===== src/sv/fbde_pkg.sv =====
// ============================================================================
// fbde_pkg
// Shared types, codes and constants of the framebuffer draw engine.
// ============================================================================
package fbde_pkg;

    localparam int unsigned DEF_MAX_WIDTH  = 800;
    localparam int unsigned DEF_MAX_HEIGHT = 600;
    localparam int unsigned COORD_W        = 10;
    localparam int unsigned COLOR_W        = 8;
    localparam int unsigned FRAC_W         = 16;

    // command codes
    typedef enum logic [1:0] {
        OP_FILL = 2'd0,
        OP_SET  = 2'd1,
        OP_GET  = 2'd2,
        OP_LINE = 2'd3
    } t_opcode;

    // configuration register indexes
    localparam logic REG_WIDTH  = 1'b0;
    localparam logic REG_HEIGHT = 1'b1;

    // classified job handed from front to back
    typedef enum logic [2:0] {
        JOB_FILL,
        JOB_SET,
        JOB_GET,
        JOB_VLINE,
        JOB_HLINE,
        JOB_SLINE,
        JOB_OOR
    } t_job_kind;

    typedef struct packed {
        t_job_kind            kind;
        logic [COORD_W-1:0]   xa;
        logic [COORD_W-1:0]   ya;
        logic [COORD_W-1:0]   xb;
        logic [COORD_W-1:0]   yb;
        logic [COLOR_W-1:0]   color;
    } t_job;

    // back-end sequencer states
    typedef enum logic [3:0] {
        ST_CLEAR,
        ST_IDLE,
        ST_DIV,
        ST_MUL,
        ST_RUN,
        ST_ADDR,
        ST_RD,
        ST_RDWAIT,
        ST_OUT
    } t_be_state;

endpackage


===== src/sv/fbde_front.sv =====
// ============================================================================
// fbde_front
// Accepts commands, checks range, orders endpoints and classifies the job
// into a two-entry queue.
// ============================================================================
module fbde_front #(
    parameter int unsigned MAX_WIDTH  = fbde_pkg::DEF_MAX_WIDTH,
    parameter int unsigned MAX_HEIGHT = fbde_pkg::DEF_MAX_HEIGHT
) (
    input  logic                          i_clk,
    input  logic                          i_rst_n,
    input  logic                          i_valid,
    output logic                          o_stall,
    input  logic [1:0]                    i_opcode,
    input  logic [fbde_pkg::COORD_W-1:0]  i_x_start,
    input  logic [fbde_pkg::COORD_W-1:0]  i_y_start,
    input  logic [fbde_pkg::COORD_W-1:0]  i_x_end,
    input  logic [fbde_pkg::COORD_W-1:0]  i_y_end,
    input  logic [fbde_pkg::COLOR_W-1:0]  i_color,
    input  logic [fbde_pkg::COORD_W-1:0]  i_eff_w,
    input  logic [fbde_pkg::COORD_W-1:0]  i_eff_h,
    output logic                          o_job_valid,
    input  logic                          i_job_take,
    output fbde_pkg::t_job                o_job
);

    fbde_pkg::t_job r_q [2];
    logic           r_wp;
    logic           r_rp;
    logic [1:0]     r_cnt;
    fbde_pkg::t_job n_job;
    logic           w_push;
    logic           w_pop;
    logic           w_on_s;
    logic           w_on_e;
    logic           w_swap;

    assign o_stall     = (r_cnt == 2'd2);
    assign w_push      = i_valid && !o_stall;
    assign o_job_valid = (r_cnt != 2'd0);
    assign w_pop       = o_job_valid && i_job_take;
    assign o_job       = r_q[r_rp];

    // classify
    always_comb begin
        w_on_s = (i_x_start < i_eff_w) && (i_y_start < i_eff_h);
        w_on_e = (i_x_end < i_eff_w) && (i_y_end < i_eff_h);
        w_swap = (i_x_end < i_x_start);
        n_job.color = i_color;
        n_job.xa = w_swap ? i_x_end : i_x_start;
        n_job.ya = w_swap ? i_y_end : i_y_start;
        n_job.xb = w_swap ? i_x_start : i_x_end;
        n_job.yb = w_swap ? i_y_start : i_y_end;
        case (fbde_pkg::t_opcode'(i_opcode))
            fbde_pkg::OP_FILL: n_job.kind = fbde_pkg::JOB_FILL;
            fbde_pkg::OP_SET:
                n_job.kind = w_on_s ? fbde_pkg::JOB_SET : fbde_pkg::JOB_OOR;
            fbde_pkg::OP_GET:
                n_job.kind = w_on_s ? fbde_pkg::JOB_GET : fbde_pkg::JOB_OOR;
            fbde_pkg::OP_LINE: begin
                if (!(w_on_s && w_on_e)) n_job.kind = fbde_pkg::JOB_OOR;
                else if (i_x_start == i_x_end) n_job.kind = fbde_pkg::JOB_VLINE;
                else if (i_y_start == i_y_end) n_job.kind = fbde_pkg::JOB_HLINE;
                else n_job.kind = fbde_pkg::JOB_SLINE;
            end
            default: n_job.kind = fbde_pkg::JOB_OOR;
        endcase
        // non-line commands use the start point as given
        if (i_opcode != fbde_pkg::OP_LINE) begin
            n_job.xa = i_x_start;
            n_job.ya = i_y_start;
        end
    end

    // queue storage
    always_ff @(posedge i_clk) begin
        if (w_push) r_q[r_wp] <= n_job;
    end

    // queue pointers
    always_ff @(posedge i_clk) begin
        if (!i_rst_n) begin
            r_wp  <= 1'b0;
            r_rp  <= 1'b0;
            r_cnt <= 2'd0;
        end else begin
            if (w_push) r_wp <= !r_wp;
            if (w_pop)  r_rp <= !r_rp;
            r_cnt <= r_cnt + 2'(w_push) - 2'(w_pop);
        end
    end

endmodule


===== config.mk =====
export PLATFORM = sky130hd
export DESIGN_NAME = fbde_front
export DESIGN_NICKNAME = d
export VERILOG_FILES = /design/src/sv/fbde_pkg.sv /design/src/sv/fbde_front.sv
export SDC_FILE = /design/constraint.sdc
export NUM_CORES = 1
export LEC_CHECK = 0
export BUFFER_PORTS_ARGS = -buffer_cell sky130_fd_sc_hd__buf_2
export CORE_MARGIN = 8
export CORE_UTILIZATION = 40
export CTS_CLUSTER_DIAMETER = 150
export CTS_CLUSTER_SIZE = 30
export DETAILED_ROUTE_END_ITERATION = 12
export PLACE_DENSITY_LB_ADDON = 0.05
export RECOVER_POWER = 25
export SLEW_MARGIN = 20
export SYNTH_ARGS = -nofsm -noshare
export SYNTH_HDL_FRONTEND = slang
export SYNTH_SLANG_ARGS = --single-unit

===== constraint.sdc =====
create_clock -name i_clk -period 4.8 [get_ports i_clk]
set_input_delay 1.44 -clock i_clk [delete_from_list [all_inputs] [get_ports i_clk]]
set_output_delay 1.44 -clock i_clk [all_outputs]
set_load 0.005 [all_outputs]

* Word level (Yosys, flattened, before mapping)
Memory sizes are Yosys's and may differ from the RTL's. A register that Yosys moved wholly into a read port is not among the register bits.
Cells that the tools add are included.
** Storage, ports and cells
- Register bits :: 4
- Logic and storage cells :: 43
- RAM bits :: 102
- Memories kept :: 1
** Memories
- r_q :: depth 2, width 51, read ports 1, clocked after memory_dff 1, write ports 1, line fbde_front.sv:27 : fbde_pkg::t_job r_q [2];
** Cells by class
- Add/sub/neg operators :: 2
- Equality and inequality tests :: 7
- $lt $le $gt $ge :: 5
- Mux-type cells :: 15
- Reductions and logical operators :: 10
** Operators with widths (count)
- < comparator 10 bit :: 5
- 2-to-1 mux 10 bit :: 4
- == test 10 bit :: 2
- 2-to-1 mux 20 bit :: 1
- 2-to-1 mux 3 bit :: 4
- one-hot mux 3 bit (4 select lines) :: 1
- == test 2 bit, second input constant :: 3
- logical AND 1 bit :: 5
- 2-to-1 mux 1 bit :: 5
- zero test 1 bit :: 3
- adder 2 x 1 -> 2 bit :: 1
- == test 2 x 1 -> 1 bit, second input constant :: 1
- zero test 2 bit :: 1
- inequality test 2 bit, second input constant :: 1
- nonzero test 2 bit :: 1
- subtractor 2 x 1 -> 2 bit :: 1

* Depth between registers and ports, before layout
- Word-level depth :: 5
- Mapped depth :: 10

* Worst setup path after synthesis
No wires, ideal clock.
- Path type :: in2reg
- Start point :: input i_valid
- End point :: memory r_q[0][0] (netlist name), enable pin
- Cell stages on the path :: 2
- Setup slack :: 0.658 ns
- Arrival time :: 3.681 ns
- Cell sequence :: nand2_1 > nor2_1
** Between the ends
- Word-level cells in the longest chain between the ends :: 3
** RTL lines
- from (decl) :: line fbde_front.sv:12 : input logic i_valid,
- logical AND 1 bit :: line fbde_front.sv:39 : assign w_push = i_valid && !o_stall;
- 2-to-1 mux 1 bit :: line fbde_front.sv:77 : if (w_push) r_q[r_wp] <= n_job;
- 2-to-1 mux 1 bit (implied by the code) :: line fbde_front.sv:77
- to (decl) :: line fbde_front.sv:27
Every way passes these cells.

==> impl_metrics.yaml <==
outcome:
  status: "finished, final reports clean"
place:
  place.detailed.hpwl_mm: 9.72
  place_inst: 705
  port_buffers: 126
  gp_congestion: 0.869
detailed_routing:
  routedWlPerCell_um: 18.2
  viasPerCell: 4.99
  dr.pass1.iters: 4
  drc: 0
  vias: 3598
  drtIter0Drc: 120
  routed_wirelength_mm: 13.1
  ant_nets: 0
critical_path:
  reg2reg_setup_slack_ns: 2.41
  worstReg2RegStart: "r_cnt[0]"
  crit_path_max_fanout: 14
  arrival_ns: 3.62
  r2r_end: "r_q[1][46]"
  path_cells: "buf_2 > inv_1 > ha_1 > a21o_1 > a21o_1 > a211oi_2 > o21ai_2 > or2_1 > buf_4 > mux2_4"
  cp_slowest_cell: "or2_1"
  endpoint_kind: "flip-flop"
  rr_worst_depth: 3
  path_class: "in2reg"
  required_ns: 4.90
  startpoint_type: "primary input"
  critPathMaxStageDelay_ns: 0.37
  crit_top_cell: "a21o_1"
clock_tree:
  numCtsBuffers: 9
  holdBufCountCts: 0
  clock-root-buffer: "clkbuf_16"
  cts_resized: 0
  cts_tree: "built"
  clock_sinks: 107
  h-tree-depth: 3
  postCtsSetupBuffers: 0
  clk_latency_ns: 0.35
  clockBufferDepth: 2
  clk_pin_slew_worst_paths_ns: 0.07
floorplanning:
  initial_utilization_pct: 40.9
  row_count: 43
  ios: 127
  core-area_mm2: 0.0139
  die_w_um: 135
  die_y_um: 135
  dieArea_mm2: 0.0182
logic_synthesis:
  synth.top_cells.by_area: "edfxtp_1 (54%), mux2_2 (12%), ha_1 (11%)"
  syn_area_mm2: 0.00567
  syn_nets: 526
  syn_avg_cell_area_um2: 14.0
  ys_ff_latch: 107
  synth_cell_types: 38
  yosysSeqAreaShare_pct: 55.8
  synth_edf_count: 102
  synth-async-reset-ratio_pct: 0
  synth_warnings: 0
  synth_commonest_cells: "edfxtp_1 (102), mux2_2 (62), ha_1 (48), inv_1 (32), mux2_4 (20)"
  post-synth-top-area-fraction_pct: 54.0
  netlist_instances: 404
  synthFlopType: "edfxtp_1"
  synth_top_area_cell: "edfxtp_1"
  synth.most_common_cell: "edfxtp_1"
global_routing:
  grt_pass1_vias: 3907
  grt_overflow_total: 0
  antenna_found_initial: 1
  grt_use_total_pct: 14.6
  grt_max_degree: 53
  grt_pass1_wl_mm: 20.4
hold_path:
  min_path_type: "reg2reg"
  worstHoldStart: "r_rp"
  hold_depth: 2
sta:
  max_slew_margin_pct: 1.94
  fin_hold_ws_ns: 0.537
  finalCritPeriodShare_pct: 73.3
  hold_viol: 0
  tns_ns: 0
  setup_viol: 0
  finalCriticalPeriod_ns: 3.52
  fmax_mhz: 284
  tightestPinTransition_ns: 1.47
  rsz0062_at_grt: "false"
  finClkSkew_ns: 0.00722
  slew_violations: 0
cells_and_area:
  drive_above_1_share_pct: 42.7
  fin_util_pct: 49.2
  diodes: 0
  fin_nets: 658
  fin_cells: 721
  fillers: 1257
  syn2layout_area_growth_pct: 20.4
pwr:
  peakVddDrop_mv: 0.354
  powerDensity_mw_per_mm2: 399
  p_leak_nw: 2.88
run:
  maxCapViolCount: 0
[critical path: cells and delay by family]
family,cells,cell delay [ns]
buf+inv,3,0.48
mux,1,0.33
simple gates,1,0.37
fa+ha+maj,1,0.31
compound gates,4,0.67
[stage by stage]
step	setup slack, ns	power, mW	area [um2]
5_1_grt	1.15	2.87	6830
6_report	1.28	2.73	6830
2_1_floorplan	0.658	1.69	5670
4_1_cts	1.29	2.78	6840
3_3_place_gp	0.947	2.00	6530
3_5_place_dp	0.926	2.01	6530
[cell families after synthesis]
family	Yosys count	share of synthesized area [%]
adders and majority gates	48	10.6
DFF	107	55.8
muxes	82	17.6
xor gates and xnor gates	13	2.01
and+or+nand+nor	61	5.47
buffers and inverters	43	3.15
AOI/OAI and AO/OA	50	5.43
[report_power, final]
| part | switching, mW | leakage (nW) | internal (mW) |
|---|---|---|---|
| Clock | 0.347 | 0.148 | 0.414 |
| Sequential | 0.0439 | 0.995 | 1.18 |
| Combinational | 0.371 | 1.73 | 0.367 |
| Total | 0.761 | 2.88 | 1.96 |
[layout make-up]
cell class,count,area (um2),area share (%)
multi-input combinational,254,2340,34.3
tap,180,225,3.30
inverter,32,120,1.76
clock inverter,7,86.3,1.26
sequential,107,3160,46.3
clock buffer,9,225,3.30
timing repair buffer,132,667,9.76
[sequential cells by signal, summed over array words and instances (netlist names), named ones only]
signal	cells
r_rp	1
r_wp	1
r_cnt	2
r_q	102
[cells in the final DEF (no fill, tap or decap), drive strengths merged, types with 4 or more instances in the layout]
master and instances:
a211oi 5, a21o 5, a21oi 14, and2 4, buf 126, clkbuf 15, dfxtp 5, edfxtp 102
ha 48, inv 34, mux2 82, nand2 18, nand2b 5, nand3 6, nand4 9, nor2 8
o21ai 16, xnor2 7, xor2 6
[worst max path at each step]
stage	startpoint	to	slack, ns	depth (start not counted)
2_1_floorplan	i_valid	r_q[0][0]	0.66	2
3_3_place_gp	i_x_start[3]	r_q[0][30]	0.95	10
3_5_place_dp	i_x_start[3]	r_q[1][30]	0.93	10
4_1_cts	i_x_start[3]	r_q[1][39]	1.29	10
5_1_grt	i_x_start[5]	r_q[1][36]	1.15	10
6_report	i_x_start[3]	r_q[0][32]	1.28	10
[per-layer routing]
metal,global-route usage (%),vias to the layer above,routed length (um)
met2,24.3,102,6270
met5,0,-,13
met3,4.31,26,696
li1,-,1776,-
met4,5.06,2,286
met1,17.7,1692,5870
Power figures use the tool's default switching activity.
